<file path="config.mk">
export PLATFORM = sky130hd
export DESIGN_NAME = paged_knob_soft_takeover_core_flat
export DESIGN_NICKNAME = d
export VERILOG_FILES = /design/src/sv/pkst_pkg.sv /design/src/sv/pkst_ifs.sv /design/src/sv/paged_knob_soft_takeover_core.sv /design/src/sv/pkst_apb.sv /design/src/sv/pkst_lane.sv /design/src/sv/pkst_out.sv /design/src/flat_wrapper.sv
export VERILOG_INCLUDE_DIRS = /design/src /design/src/sv
export SDC_FILE = /design/constraint.sdc
export NUM_CORES = 1
export LEC_CHECK = 0
export ABC_AREA = 1
export BUFFER_PORTS_ARGS = -buffer_cell sky130_fd_sc_hd__buf_2
export CAP_MARGIN = 0
export CORE_ASPECT_RATIO = 1.5
export CORE_MARGIN = 1
export CORE_UTILIZATION = 50
export CTS_CLUSTER_SIZE = 25
export DETAILED_ROUTE_END_ITERATION = 10
export PLACE_DENSITY = 0.75
export SYNTH_ARGS = -nofsm -noshare
export SYNTH_HDL_FRONTEND = slang
export SYNTH_SLANG_ARGS = --single-unit
</file>
<file path="constraint.sdc">
create_clock -name clk -period 17.8 [get_ports clk]
set_input_delay 0.89 -clock clk [delete_from_list [all_inputs] [get_ports clk]]
set_output_delay 0.89 -clock clk [all_outputs]
set_load 0.05 [all_outputs]
</file>
<file path="src/sv/paged_knob_soft_takeover_core_macros.svh">
// Assertion macros shared by the paged knob soft takeover RTL.
`ifndef PAGED_KNOB_SOFT_TAKEOVER_CORE_MACROS_SVH
`define PAGED_KNOB_SOFT_TAKEOVER_CORE_MACROS_SVH

// Same-cycle implication, sampled on clk and switched off while arst_n is low.
`define PKST_ASSERT_IMP(lbl, cond, prop, msg) \
	lbl: assert property (@(posedge clk) disable iff (!arst_n) (cond) |-> (prop)) \
		else $error(msg);

// Next-cycle implication, sampled on clk and switched off while arst_n is low.
`define PKST_ASSERT_NXT(lbl, cond, prop, msg) \
	lbl: assert property (@(posedge clk) disable iff (!arst_n) (cond) |=> (prop)) \
		else $error(msg);

`endif

</file>
<file path="src/sv/pkst_pkg.sv">
// Package with the constants, codes and types of the paged knob soft takeover block.
package pkst_pkg;

	// Fixed shape of the channels and the page store.
	localparam int SLOTS           = 6;
	localparam int PAGES           = 2;
	localparam int FIELD_BITS      = 12;
	localparam int TOL_BITS        = 12;
	localparam int KNOB_COUNT_DEF  = 6;
	localparam int SAMPLE_BITS_DEF = 12;

	// Catch tolerance after reset.
	localparam logic [TOL_BITS-1:0] TOL_RESET = 12'd41;

	// Register indexes of the configuration port.
	localparam logic REG_CATCH_TOL = 1'b0;

	// Lock direction codes.
	localparam logic [1:0] LOCK_NONE  = 2'd0;
	localparam logic [1:0] LOCK_ABOVE = 2'd1;
	localparam logic [1:0] LOCK_BELOW = 2'd2;

	// Caught flag and lock direction of one knob on one page.
	typedef struct packed {
		logic       caught;
		logic [1:0] lock;
	} knob_flags_t;

	// One result beat as it sits in the output buffer.
	typedef struct packed {
		logic                             page_index;
		logic                             is_active;
		logic [SLOTS-1:0][FIELD_BITS-1:0] value;
		logic [SLOTS-1:0]                 caught_mask;
		logic                             last_of_run;
	} result_t;

endpackage

</file>
<file path="src/sv/pkst_ifs.sv">
// Valid/ready channel interfaces for knob samples and page results.
interface pkst_in_if;
	logic                           valid;
	logic                           ready;
	logic [pkst_pkg::FIELD_BITS-1:0] knob0;
	logic [pkst_pkg::FIELD_BITS-1:0] knob1;
	logic [pkst_pkg::FIELD_BITS-1:0] knob2;
	logic [pkst_pkg::FIELD_BITS-1:0] knob3;
	logic [pkst_pkg::FIELD_BITS-1:0] knob4;
	logic [pkst_pkg::FIELD_BITS-1:0] knob5;
	logic                           page_press;

	modport source (output valid, knob0, knob1, knob2, knob3, knob4, knob5, page_press,
		input ready);
	modport sink (input valid, knob0, knob1, knob2, knob3, knob4, knob5, page_press,
		output ready);
endinterface

interface pkst_out_if;
	logic                           valid;
	logic                           ready;
	logic                           page_index;
	logic                           is_active;
	logic [pkst_pkg::FIELD_BITS-1:0] value0;
	logic [pkst_pkg::FIELD_BITS-1:0] value1;
	logic [pkst_pkg::FIELD_BITS-1:0] value2;
	logic [pkst_pkg::FIELD_BITS-1:0] value3;
	logic [pkst_pkg::FIELD_BITS-1:0] value4;
	logic [pkst_pkg::FIELD_BITS-1:0] value5;
	logic [pkst_pkg::SLOTS-1:0]      caught_mask;
	logic                           last_of_run;

	modport source (output valid, page_index, is_active, value0, value1, value2, value3,
		value4, value5, caught_mask, last_of_run, input ready);
	modport sink (input valid, page_index, is_active, value0, value1, value2, value3,
		value4, value5, caught_mask, last_of_run, output ready);
endinterface

</file>
<file path="src/sv/paged_knob_soft_takeover_core.sv">
// Top level of the paged knob soft takeover block.
//
// Samples arrive on the sample channel: six knob readings and a page-button event per
// beat. Each accepted sample goes into an input register; from there the six knob
// lanes update the active page (toggled first when page_press is set) when the result
// buffer can take the pair; the two page reports go into it in the same edge.
// The result channel then carries two beats per sample: page 0, then page 1 with
// last_of_run set. A sample passes the input register and then the result buffer.
// Throughput is set by the two beats that each sample sends over the single result
// channel; the lanes themselves take one sample a cycle. A new sample is taken while
// the second beat of the previous one is being delivered. When the receiver stalls,
// the buffer holds its beat, the input register fills and sample.ready drops until
// the buffer drains.
// Reset (arst_n low) restores the default page values, marks every knob caught with no
// lock, selects page 0 and sets the catch tolerance to 41. The tolerance is register
// 0 of the APB port at byte address 0 and should be written while the block is idle.
module paged_knob_soft_takeover_core #(
	parameter int KNOB_COUNT  = pkst_pkg::KNOB_COUNT_DEF,
	parameter int SAMPLE_BITS = pkst_pkg::SAMPLE_BITS_DEF
) (
	input  logic        clk,
	input  logic        arst_n,
	pkst_in_if.sink     sample,
	pkst_out_if.source  result,
	input  logic        psel,
	input  logic        penable,
	input  logic        pwrite,
	input  logic [2:0]  paddr,
	input  logic [31:0] pwdata,
	output logic [31:0] prdata,
	output logic        pready
);

	localparam int SB    = SAMPLE_BITS;
	localparam int KC    = KNOB_COUNT;
	localparam int FB    = pkst_pkg::FIELD_BITS;
	localparam int SL    = pkst_pkg::SLOTS;
	localparam int NP    = pkst_pkg::PAGES;
	localparam int FULL  = (1 << SB) - 1;
	localparam int T_DEF = (FULL * 61 + 50) / 100;
	localparam int F_DEF = (FULL * 30 + 50) / 100;
	localparam int M_DEF = (FULL + 1) / 2;

	logic [pkst_pkg::TOL_BITS-1:0] tol;
	logic [FB-1:0]                 knob_w [SL];

	logic                          v_s1;
	logic [SB-1:0]                 rd_s1 [KC];
	logic                          press_s1;

	logic [SB-1:0]                 stored_q [NP][KC];
	pkst_pkg::knob_flags_t         flags_q  [NP][KC];
	logic                          active_q;

	logic                          new_page;
	logic [SB-1:0]                 nxt_stored [KC];
	pkst_pkg::knob_flags_t         nxt_flags  [KC];
	pkst_pkg::result_t             pair [NP];
	logic                          can_load;
	logic                          load;

	pkst_apb u_apb (
		.clk     (clk),
		.arst_n  (arst_n),
		.psel    (psel),
		.penable (penable),
		.pwrite  (pwrite),
		.paddr   (paddr),
		.pwdata  (pwdata),
		.prdata  (prdata),
		.pready  (pready),
		.tol     (tol)
	);

	assign knob_w[0] = sample.knob0;
	assign knob_w[1] = sample.knob1;
	assign knob_w[2] = sample.knob2;
	assign knob_w[3] = sample.knob3;
	assign knob_w[4] = sample.knob4;
	assign knob_w[5] = sample.knob5;

	// The input register moves on whenever the result buffer can take its pair.
	assign load         = v_s1 && can_load;
	assign sample.ready = !v_s1 || can_load;

	always_ff @(posedge clk or negedge arst_n) begin
		if (!arst_n) begin
			v_s1 <= 1'b0;
		end else if (sample.ready) begin
			v_s1 <= sample.valid;
		end
	end

	// Sample payload, cut to the working sample width.
	always_ff @(posedge clk) begin
		if (sample.valid && sample.ready) begin
			for (int k = 0; k < KC; k++) begin
				rd_s1[k] <= SB'(knob_w[k]);
			end
			press_s1 <= sample.page_press;
		end
	end

	// A press switches the page before the lanes run.
	assign new_page = active_q ^ press_s1;

	for (genvar k = 0; k < KC; k++) begin : g_lane
		pkst_lane #(
			.SAMPLE_BITS (SB)
		) u_lane (
			.reading    (rd_s1[k]),
			.stored     (stored_q[new_page][k]),
			.flags      (flags_q[new_page][k]),
			.tol        (tol),
			.press      (press_s1),
			.nxt_stored (nxt_stored[k]),
			.nxt_flags  (nxt_flags[k])
		);
	end

	// Page store: only the page being updated is written.
	always_ff @(posedge clk or negedge arst_n) begin
		if (!arst_n) begin
			active_q <= 1'b0;
			for (int p = 0; p < NP; p++) begin
				for (int k = 0; k < KC; k++) begin
					flags_q[p][k].caught <= 1'b1;
					flags_q[p][k].lock   <= pkst_pkg::LOCK_NONE;
					if (p != 0) begin
						stored_q[p][k] <= '0;
					end else if (k < 2) begin
						stored_q[p][k] <= SB'(T_DEF);
					end else if (k < 4) begin
						stored_q[p][k] <= SB'(F_DEF);
					end else begin
						stored_q[p][k] <= SB'(M_DEF);
					end
				end
			end
		end else if (load) begin
			active_q <= new_page;
			for (int k = 0; k < KC; k++) begin
				stored_q[new_page][k] <= nxt_stored[k];
				flags_q[new_page][k]  <= nxt_flags[k];
			end
		end
	end

	// Both page reports, taken from the state as it stands after this sample.
	for (genvar p = 0; p < NP; p++) begin : g_page
		logic upd;
		assign upd                = (new_page == 1'(p));
		assign pair[p].page_index = 1'(p);
		assign pair[p].is_active  = upd;
		assign pair[p].last_of_run = (p == NP - 1);
		for (genvar k = 0; k < SL; k++) begin : g_slot
			if (k < KC) begin : g_used
				logic [SB-1:0] st;
				assign st                     = upd ? nxt_stored[k] : stored_q[p][k];
				assign pair[p].value[k]       = FB'(st);
				assign pair[p].caught_mask[k] = upd ? nxt_flags[k].caught
					: flags_q[p][k].caught;
			end else begin : g_unused
				assign pair[p].value[k]       = '0;
				assign pair[p].caught_mask[k] = 1'b0;
			end
		end
	end

	pkst_out u_out (
		.clk      (clk),
		.arst_n   (arst_n),
		.load     (load),
		.pair     (pair),
		.can_load (can_load),
		.result   (result)
	);

endmodule

</file>
<file path="src/sv/pkst_apb.sv">
// APB-style configuration port holding the catch tolerance register.
module pkst_apb (
	input  logic                           clk,
	input  logic                           arst_n,
	input  logic                           psel,
	input  logic                           penable,
	input  logic                           pwrite,
	input  logic [2:0]                     paddr,
	input  logic [31:0]                    pwdata,
	output logic [31:0]                    prdata,
	output logic                           pready,
	output logic [pkst_pkg::TOL_BITS-1:0]  tol
);

	localparam int TB = pkst_pkg::TOL_BITS;

	logic [TB-1:0] tol_q;
	logic          reg_idx;
	logic          wr_en;

	// Registers sit on 32-bit words, so the word index is the top address bit.
	assign reg_idx = paddr[2];
	assign pready  = 1'b1;
	assign wr_en   = psel && penable && pwrite && pready;

	// Register write on the access phase.
	always_ff @(posedge clk or negedge arst_n) begin
		if (!arst_n) begin
			tol_q <= pkst_pkg::TOL_RESET;
		end else if (wr_en && (reg_idx == pkst_pkg::REG_CATCH_TOL)) begin
			tol_q <= pwdata[TB-1:0];
		end
	end

	// Read decode; addresses past the register list read as zero.
	always_comb begin
		unique case (reg_idx)
			pkst_pkg::REG_CATCH_TOL: prdata = 32'(tol_q);
			default:                 prdata = '0;
		endcase
	end

	assign tol = tol_q;

endmodule

</file>
<file path="src/sv/pkst_lane.sv">
// Soft takeover decision for one knob on the page being updated.
module pkst_lane #(
	parameter int SAMPLE_BITS = pkst_pkg::SAMPLE_BITS_DEF
) (
	input  logic [SAMPLE_BITS-1:0]          reading,
	input  logic [SAMPLE_BITS-1:0]          stored,
	input  pkst_pkg::knob_flags_t           flags,
	input  logic [pkst_pkg::TOL_BITS-1:0]   tol,
	input  logic                            press,
	output logic [SAMPLE_BITS-1:0]          nxt_stored,
	output pkst_pkg::knob_flags_t           nxt_flags
);

	localparam int TB = pkst_pkg::TOL_BITS;
	localparam int CW = (SAMPLE_BITS > TB) ? SAMPLE_BITS : TB;

	logic                   above;
	logic [SAMPLE_BITS-1:0] diff;
	logic [CW-1:0]          diff_w;
	logic [CW-1:0]          tol_w;
	logic                   in_tol;
	logic [1:0]             side;
	logic                   crossed;

	// Distance from the stored value and the side the reading lies on.
	assign above   = reading > stored;
	assign diff    = above ? (reading - stored) : (stored - reading);
	assign diff_w  = CW'(diff);
	assign tol_w   = CW'(tol);
	assign in_tol  = diff_w <= tol_w;
	assign side    = above ? pkst_pkg::LOCK_ABOVE : pkst_pkg::LOCK_BELOW;
	assign crossed = (flags.lock != pkst_pkg::LOCK_NONE) && (flags.lock != side);

	// A page change re-evaluates the knob; otherwise a caught knob tracks its reading
	// and a locked one waits to come within tolerance or to cross its stored value.
	always_comb begin
		nxt_stored = stored;
		nxt_flags  = flags;
		if (press) begin
			if (in_tol) begin
				nxt_stored       = reading;
				nxt_flags.caught = 1'b1;
				nxt_flags.lock   = pkst_pkg::LOCK_NONE;
			end else begin
				nxt_flags.caught = 1'b0;
				nxt_flags.lock   = side;
			end
		end else if (flags.caught || in_tol || crossed) begin
			nxt_stored       = reading;
			nxt_flags.caught = 1'b1;
		end
	end

endmodule

</file>
<file path="src/sv/pkst_out.sv">
// Result buffer that sends the two page results of one sample as two beats.
`include "paged_knob_soft_takeover_core_macros.svh"

module pkst_out (
	input  logic              clk,
	input  logic              arst_n,
	input  logic              load,
	input  pkst_pkg::result_t pair [pkst_pkg::PAGES],
	output logic              can_load,
	pkst_out_if.source        result
);

	pkst_pkg::result_t res_q [pkst_pkg::PAGES];
	pkst_pkg::result_t cur;
	logic              full_q;
	logic              phase_q;
	logic              beat;

	assign beat     = full_q && result.ready;
	// The buffer frees up as the second beat leaves, so a new pair can follow at once.
	assign can_load = !full_q || (result.ready && phase_q);

	// Occupancy and which of the two beats is on offer.
	always_ff @(posedge clk or negedge arst_n) begin
		if (!arst_n) begin
			full_q  <= 1'b0;
			phase_q <= 1'b0;
		end else if (load) begin
			full_q  <= 1'b1;
			phase_q <= 1'b0;
		end else if (beat) begin
			if (phase_q) begin
				full_q  <= 1'b0;
				phase_q <= 1'b0;
			end else begin
				phase_q <= 1'b1;
			end
		end
	end

	// Payload of both beats, captured together.
	always_ff @(posedge clk) begin
		if (load) begin
			res_q <= pair;
		end
	end

	assign cur = phase_q ? res_q[1] : res_q[0];

	assign result.valid       = full_q;
	assign result.page_index  = cur.page_index;
	assign result.is_active   = cur.is_active;
	assign result.value0      = cur.value[0];
	assign result.value1      = cur.value[1];
	assign result.value2      = cur.value[2];
	assign result.value3      = cur.value[3];
	assign result.value4      = cur.value[4];
	assign result.value5      = cur.value[5];
	assign result.caught_mask = cur.caught_mask;
	assign result.last_of_run = cur.last_of_run;

	`PKST_ASSERT_NXT(a_second_beat_follows, beat && !phase_q, full_q && phase_q && result.page_index, "first beat was not followed by the second page")
	`PKST_ASSERT_IMP(a_no_overwrite, load, !full_q || (result.ready && phase_q), "result pair loaded over beats still waiting")
	`PKST_ASSERT_IMP(a_one_active_page, full_q, res_q[0].is_active != res_q[1].is_active, "buffered pair does not mark exactly one active page")

endmodule

</file>
<file path="src/flat_wrapper.sv">
// flat-port wrapper written by rule: the top's interface ports become plain ports
module paged_knob_soft_takeover_core_flat 
#(
	parameter int KNOB_COUNT  = pkst_pkg::KNOB_COUNT_DEF,
	parameter int SAMPLE_BITS = pkst_pkg::SAMPLE_BITS_DEF
)
  (clk, arst_n, psel, penable, pwrite, paddr, pwdata, prdata, pready, sample_valid, sample_knob0, sample_knob1, sample_knob2, sample_knob3, sample_knob4, sample_knob5, sample_page_press, sample_ready, result_valid, result_page_index, result_is_active, result_value0, result_value1, result_value2, result_value3, result_value4, result_value5, result_caught_mask, result_last_of_run, result_ready);
  pkst_in_if sample_i ();
  pkst_out_if result_i ();
  input  logic clk;
  input  logic arst_n;
  input  logic psel;
  input  logic penable;
  input  logic pwrite;
  input  logic [2:0] paddr;
  input  logic [31:0] pwdata;
  output logic [31:0] prdata;
  output logic pready;
  input wire logic [$bits(sample_i.valid)-1:0] sample_valid;
  input wire logic [$bits(sample_i.knob0)-1:0] sample_knob0;
  input wire logic [$bits(sample_i.knob1)-1:0] sample_knob1;
  input wire logic [$bits(sample_i.knob2)-1:0] sample_knob2;
  input wire logic [$bits(sample_i.knob3)-1:0] sample_knob3;
  input wire logic [$bits(sample_i.knob4)-1:0] sample_knob4;
  input wire logic [$bits(sample_i.knob5)-1:0] sample_knob5;
  input wire logic [$bits(sample_i.page_press)-1:0] sample_page_press;
  output wire logic [$bits(sample_i.ready)-1:0] sample_ready;
  output wire logic [$bits(result_i.valid)-1:0] result_valid;
  output wire logic [$bits(result_i.page_index)-1:0] result_page_index;
  output wire logic [$bits(result_i.is_active)-1:0] result_is_active;
  output wire logic [$bits(result_i.value0)-1:0] result_value0;
  output wire logic [$bits(result_i.value1)-1:0] result_value1;
  output wire logic [$bits(result_i.value2)-1:0] result_value2;
  output wire logic [$bits(result_i.value3)-1:0] result_value3;
  output wire logic [$bits(result_i.value4)-1:0] result_value4;
  output wire logic [$bits(result_i.value5)-1:0] result_value5;
  output wire logic [$bits(result_i.caught_mask)-1:0] result_caught_mask;
  output wire logic [$bits(result_i.last_of_run)-1:0] result_last_of_run;
  input wire logic [$bits(result_i.ready)-1:0] result_ready;
  assign sample_i.valid = sample_valid;
  assign sample_i.knob0 = sample_knob0;
  assign sample_i.knob1 = sample_knob1;
  assign sample_i.knob2 = sample_knob2;
  assign sample_i.knob3 = sample_knob3;
  assign sample_i.knob4 = sample_knob4;
  assign sample_i.knob5 = sample_knob5;
  assign sample_i.page_press = sample_page_press;
  assign sample_ready = sample_i.ready;
  assign result_valid = result_i.valid;
  assign result_page_index = result_i.page_index;
  assign result_is_active = result_i.is_active;
  assign result_value0 = result_i.value0;
  assign result_value1 = result_i.value1;
  assign result_value2 = result_i.value2;
  assign result_value3 = result_i.value3;
  assign result_value4 = result_i.value4;
  assign result_value5 = result_i.value5;
  assign result_caught_mask = result_i.caught_mask;
  assign result_last_of_run = result_i.last_of_run;
  assign result_i.ready = result_ready;
  paged_knob_soft_takeover_core #(.KNOB_COUNT(KNOB_COUNT), .SAMPLE_BITS(SAMPLE_BITS)) u_core (.clk(clk), .arst_n(arst_n), .sample(sample_i), .result(result_i), .psel(psel), .penable(penable), .pwrite(pwrite), .paddr(paddr), .pwdata(pwdata), .prdata(prdata), .pready(pready));
endmodule
</file>
==> metrics.md <==
| Metric | Value |
|---|---|
| Final Cycle Share | 42.2% |
| Slew Viols, Final | 0 |
| Port bufs | 187 |
| Post-synthesis mux area share | 0.176% |
| Largest net degree at the start of global routing | 183 |
| Fmax | 0.133 GHz |
| HPWL after DPL | 52.9 mm |
| Post-Synth Simple-Gate Area | 30.3% |
| Number of global-route vias before repair | 23621 |
| Status | finished, final reports clean |
| Final setup vio count | 0 |
| Postcts setup bufs | 0 |
| Post-synth cell types | 48 |
| First-pass GRT wire length | 125 mm |
| Max_slew headroom | 24.2% |
| Residual DRC count | 0 |
| Total of max-cap violations | 0 |
| Synth Area in Compound Gates | 8.15% |
| Highest cell delay on the worst timing path | 580 ps |
| Post-Syn Area per Cell | 7.44 um^2 |
| Die area | 0.0578 mm^2 |
| H-tree depth | 2 |
| Synthesis Warnings | 0 |
| Top Usage Layer GRT | met2 |
| Worst hold path class | in -> async |
| Fraction of layout cells with a size suffix above 1 | 10.4% |
| Post-Synth Adder-Cell Area | 9.15% |
| Initial antenna violation count | 0 |
| Core ar. | 0.0560 mm^2 |
| IO Pins | 231 |
| Clock slew at reported path FFs | 60 ps |
| GRT Util Overall | 27.5% |
| Sequential-to-total area share from yosys stat | 41.9% |
| Sum of negative setup slack | 0 ps |
| CTS max path bufs | 3 |
| Final ANT Viol Nets | 0 |
| CP startpoint kind | flop |
| EDFF count, synth | 231 |
| Via count | 24725 |
| P&R area growth vs syn | 9.80% |
| CTS tree | yes |
| Filler cell count in the final layout | 5341 |
| DRT iter0 DRCs | 1751 |
| Die W | 197 um |
| Met2 usage | 48.9% |
| CP arrival | 7970 ps |
| Hold Fails Final Rpt | 0 |
| Worst skew pair latency | 600 ps |
| Synth Register Bits | 427 |
| Largest family of logic cells by synthesized area | simple AND/OR/NAND/NOR gates |
| CP Capture Type | flop |
| Clock Skew | 16.9 ps |
| Wire length per cell | 16.6 um |
| Gpl congestion | 0.944 |
| N_diodes | 0 |
| CP max stage cell | nand3_1 |
| # resized after CTS | 0 |
| FF-to-FF setup slack | 10290 ps |
| Slew @ Worst Pin | 1140 ps |
| TritonCTS Buffers | 46 |
| Crit path kind | reg -> reg |
| Post-Synth XOR/XNOR Area | 1.94% |
| Asr flop ratio synth | 45.9% |
| Final wirelength | 78.4 mm |
| CP max FO | 182 |
| GR met1 Demand/Resource | 33.0% |
| Row count | 106 |
| GRT Residual Overflow | 0 |
| Prevailing post-synth register cell | edfxtp_1 |
| RSZ-0062 raised after global routing | no |
| Vias/cell | 5.25 |
| CTS sink count | 427 |
| Initial Util | 50.7% |
| Mapped Cells | 3815 |
| Worst EP required | 18260 ps |
| Chip height | 294 um |
| Final period demand of the worst path | 7510 ps |
| Most frequent CP cell | nand2_1 |
| Met3 usage | 3.47% |
| Synth Cell Area | 0.0284 mm^2 |
| Drt pass-1 iters | 6 |
| Fin nets | 4237 |
| CTS Hold Bufs | 0 |
| CTS root buf | clkbuf_16 |
==> cell type report <==
cell class | instances | area, um^2 | share of cell area, %
sequential | 427 | 11900 | 38.2
inverter | 401 | 1510 | 4.86
clock inverter | 23 | 219 | 0.702
tap | 756 | 946 | 3.03
multi-input combinational | 2840 | 14200 | 45.7
clock buffer | 63 | 1300 | 4.16
timing repair buffer | 202 | 1070 | 3.43
==> flip-flops by register name, summed over array words and instances, names as in the netlist <==
name / count
u_core.flags_q: 36
u_core.u_out.result.valid: 1
u_core.stored_q: 144
u_core.rd_s1: 72
u_core.u_apb.tol: 12
u_core.v_s1: 1
u_core.u_out.res_q: 158
u_core.u_out.phase_q: 1
u_core.press_s1: 1
u_core.active_q: 1
==> per-layer routing <==
| metal | wire length [um] | vias to the layer above | part of all wire, % |
|---|---|---|---|
| li1 | - | 12306 | - |
| met1 | 31700 | 11470 | 40 |
| met2 | 39000 | 771 | 50 |
| met3 | 4520 | 178 | 5.8 |
| met4 | 3220 | 0 | 4.1 |
| met5 | 0 | - | 0 |
==> worst max-delay path: cells and delay by family, from the launching register on <==
kind / cells / cell delay (ps)
simple gates: 18 / 3860
flops: 1 / 320
xor+xnor: 1 / 260
compound gates: 3 / 340
fa+ha+maj: 2 / 680
buf+inv: 9 / 1570
==> layout by cell type, fill, tap and decap left out, types with 10 or more instances in the layout <==
cell type | Yosys | layout
xnor2_1 | 19 | 19
dfrtp_1 | 157 | 156
nand3_2 | 12 | 12
o22ai_1 | 12 | 12
nor2_1 | 111 | 108
conb_1 | 2 | 21
edfxtp_1 | 231 | 231
clkinv_2 | 0 | 11
nand3_1 | 181 | 181
dfstp_2 | 39 | 39
ha_1 | 198 | 198
o21bai_1 | 17 | 17
clkbuf_1 | 75 | 10
nand2_1 | 1703 | 1703
a221oi_1 | 11 | 11
buf_4 | 33 | 14
buf_2 | 38 | 186
xor2_1 | 44 | 44
nand4_1 | 17 | 17
or2_2 | 34 | 34
o21ai_0 | 203 | 203
inv_1 | 398 | 395
a21oi_1 | 137 | 137
nor3_1 | 16 | 16
nand2_2 | 24 | 22
clkbuf_16 | 0 | 47
==> metrics by stage <==
step	hold slack, ps	cells	setup slack (ps)	instance area, um^2	util [%]
floorplan	444	3834	8070	28500	-
global placement	457	4626	10550	29700	53.0
detailed placement	460	4626	10490	29700	53.0
CTS	343	4712	10440	31200	55.7
global route	396	4712	9690	31200	55.7
finish	354	4712	10290	31200	55.7
==> Yosys cell counts (19+ instances only) <==
library cell	count	area share [%]
nand2_1	1703	23
inv_1	398	5.3
edfxtp_1	231	24
o21ai_0	203	3.6
ha_1	198	8.7
nand3_1	181	3.2
dfrtp_1	157	14
a21oi_1	137	2.4
nor2_1	111	1.5
clkbuf_1	75	0.99
xor2_1	44	1.4
dfstp_2	39	3.6
buf_2	38	0.67
or2_2	34	0.75
buf_4	33	0.87
nand2_2	24	0.53
xnor2_1	19	0.59
==> final timing paths <==
| path | from | end | cells past startpoint |
|---|---|---|---|
| setup / recovery | u_core.press_s1 | u_core.u_out.res_q[30] | 33 |
| hold / removal | arst_n | u_core.u_apb.tol[11] | 1 |
| setup reg to reg | u_core.press_s1 | u_core.u_out.res_q[30] | 33 |
| hold reg to reg | u_core.stored_q[95] | u_core.stored_q[95] | 2 |
| max in group asynchronous | arst_n | u_core.stored_q[39] | 3 |
| min in group clk | sample_knob5[4] | u_core.rd_s1[5][4] | 1 |
==> logic make-up (layout without fill, tap and decap cells) <==
group / count (synthesis) / count (layout)
other: 2 / 21
adders and majority gates: 204 / 204
DFF: 427 / 427
and+or+nand+nor: 2123 / 2123
buffers and inverters: 567 / 689
muxes: 5 / 5
AOI/OAI and AO/OA: 424 / 424
xor gates and xnor gates: 63 / 63
Power is not shown: default switching activity piles up to over one toggle a cycle in this logic, so the estimate is an artifact.
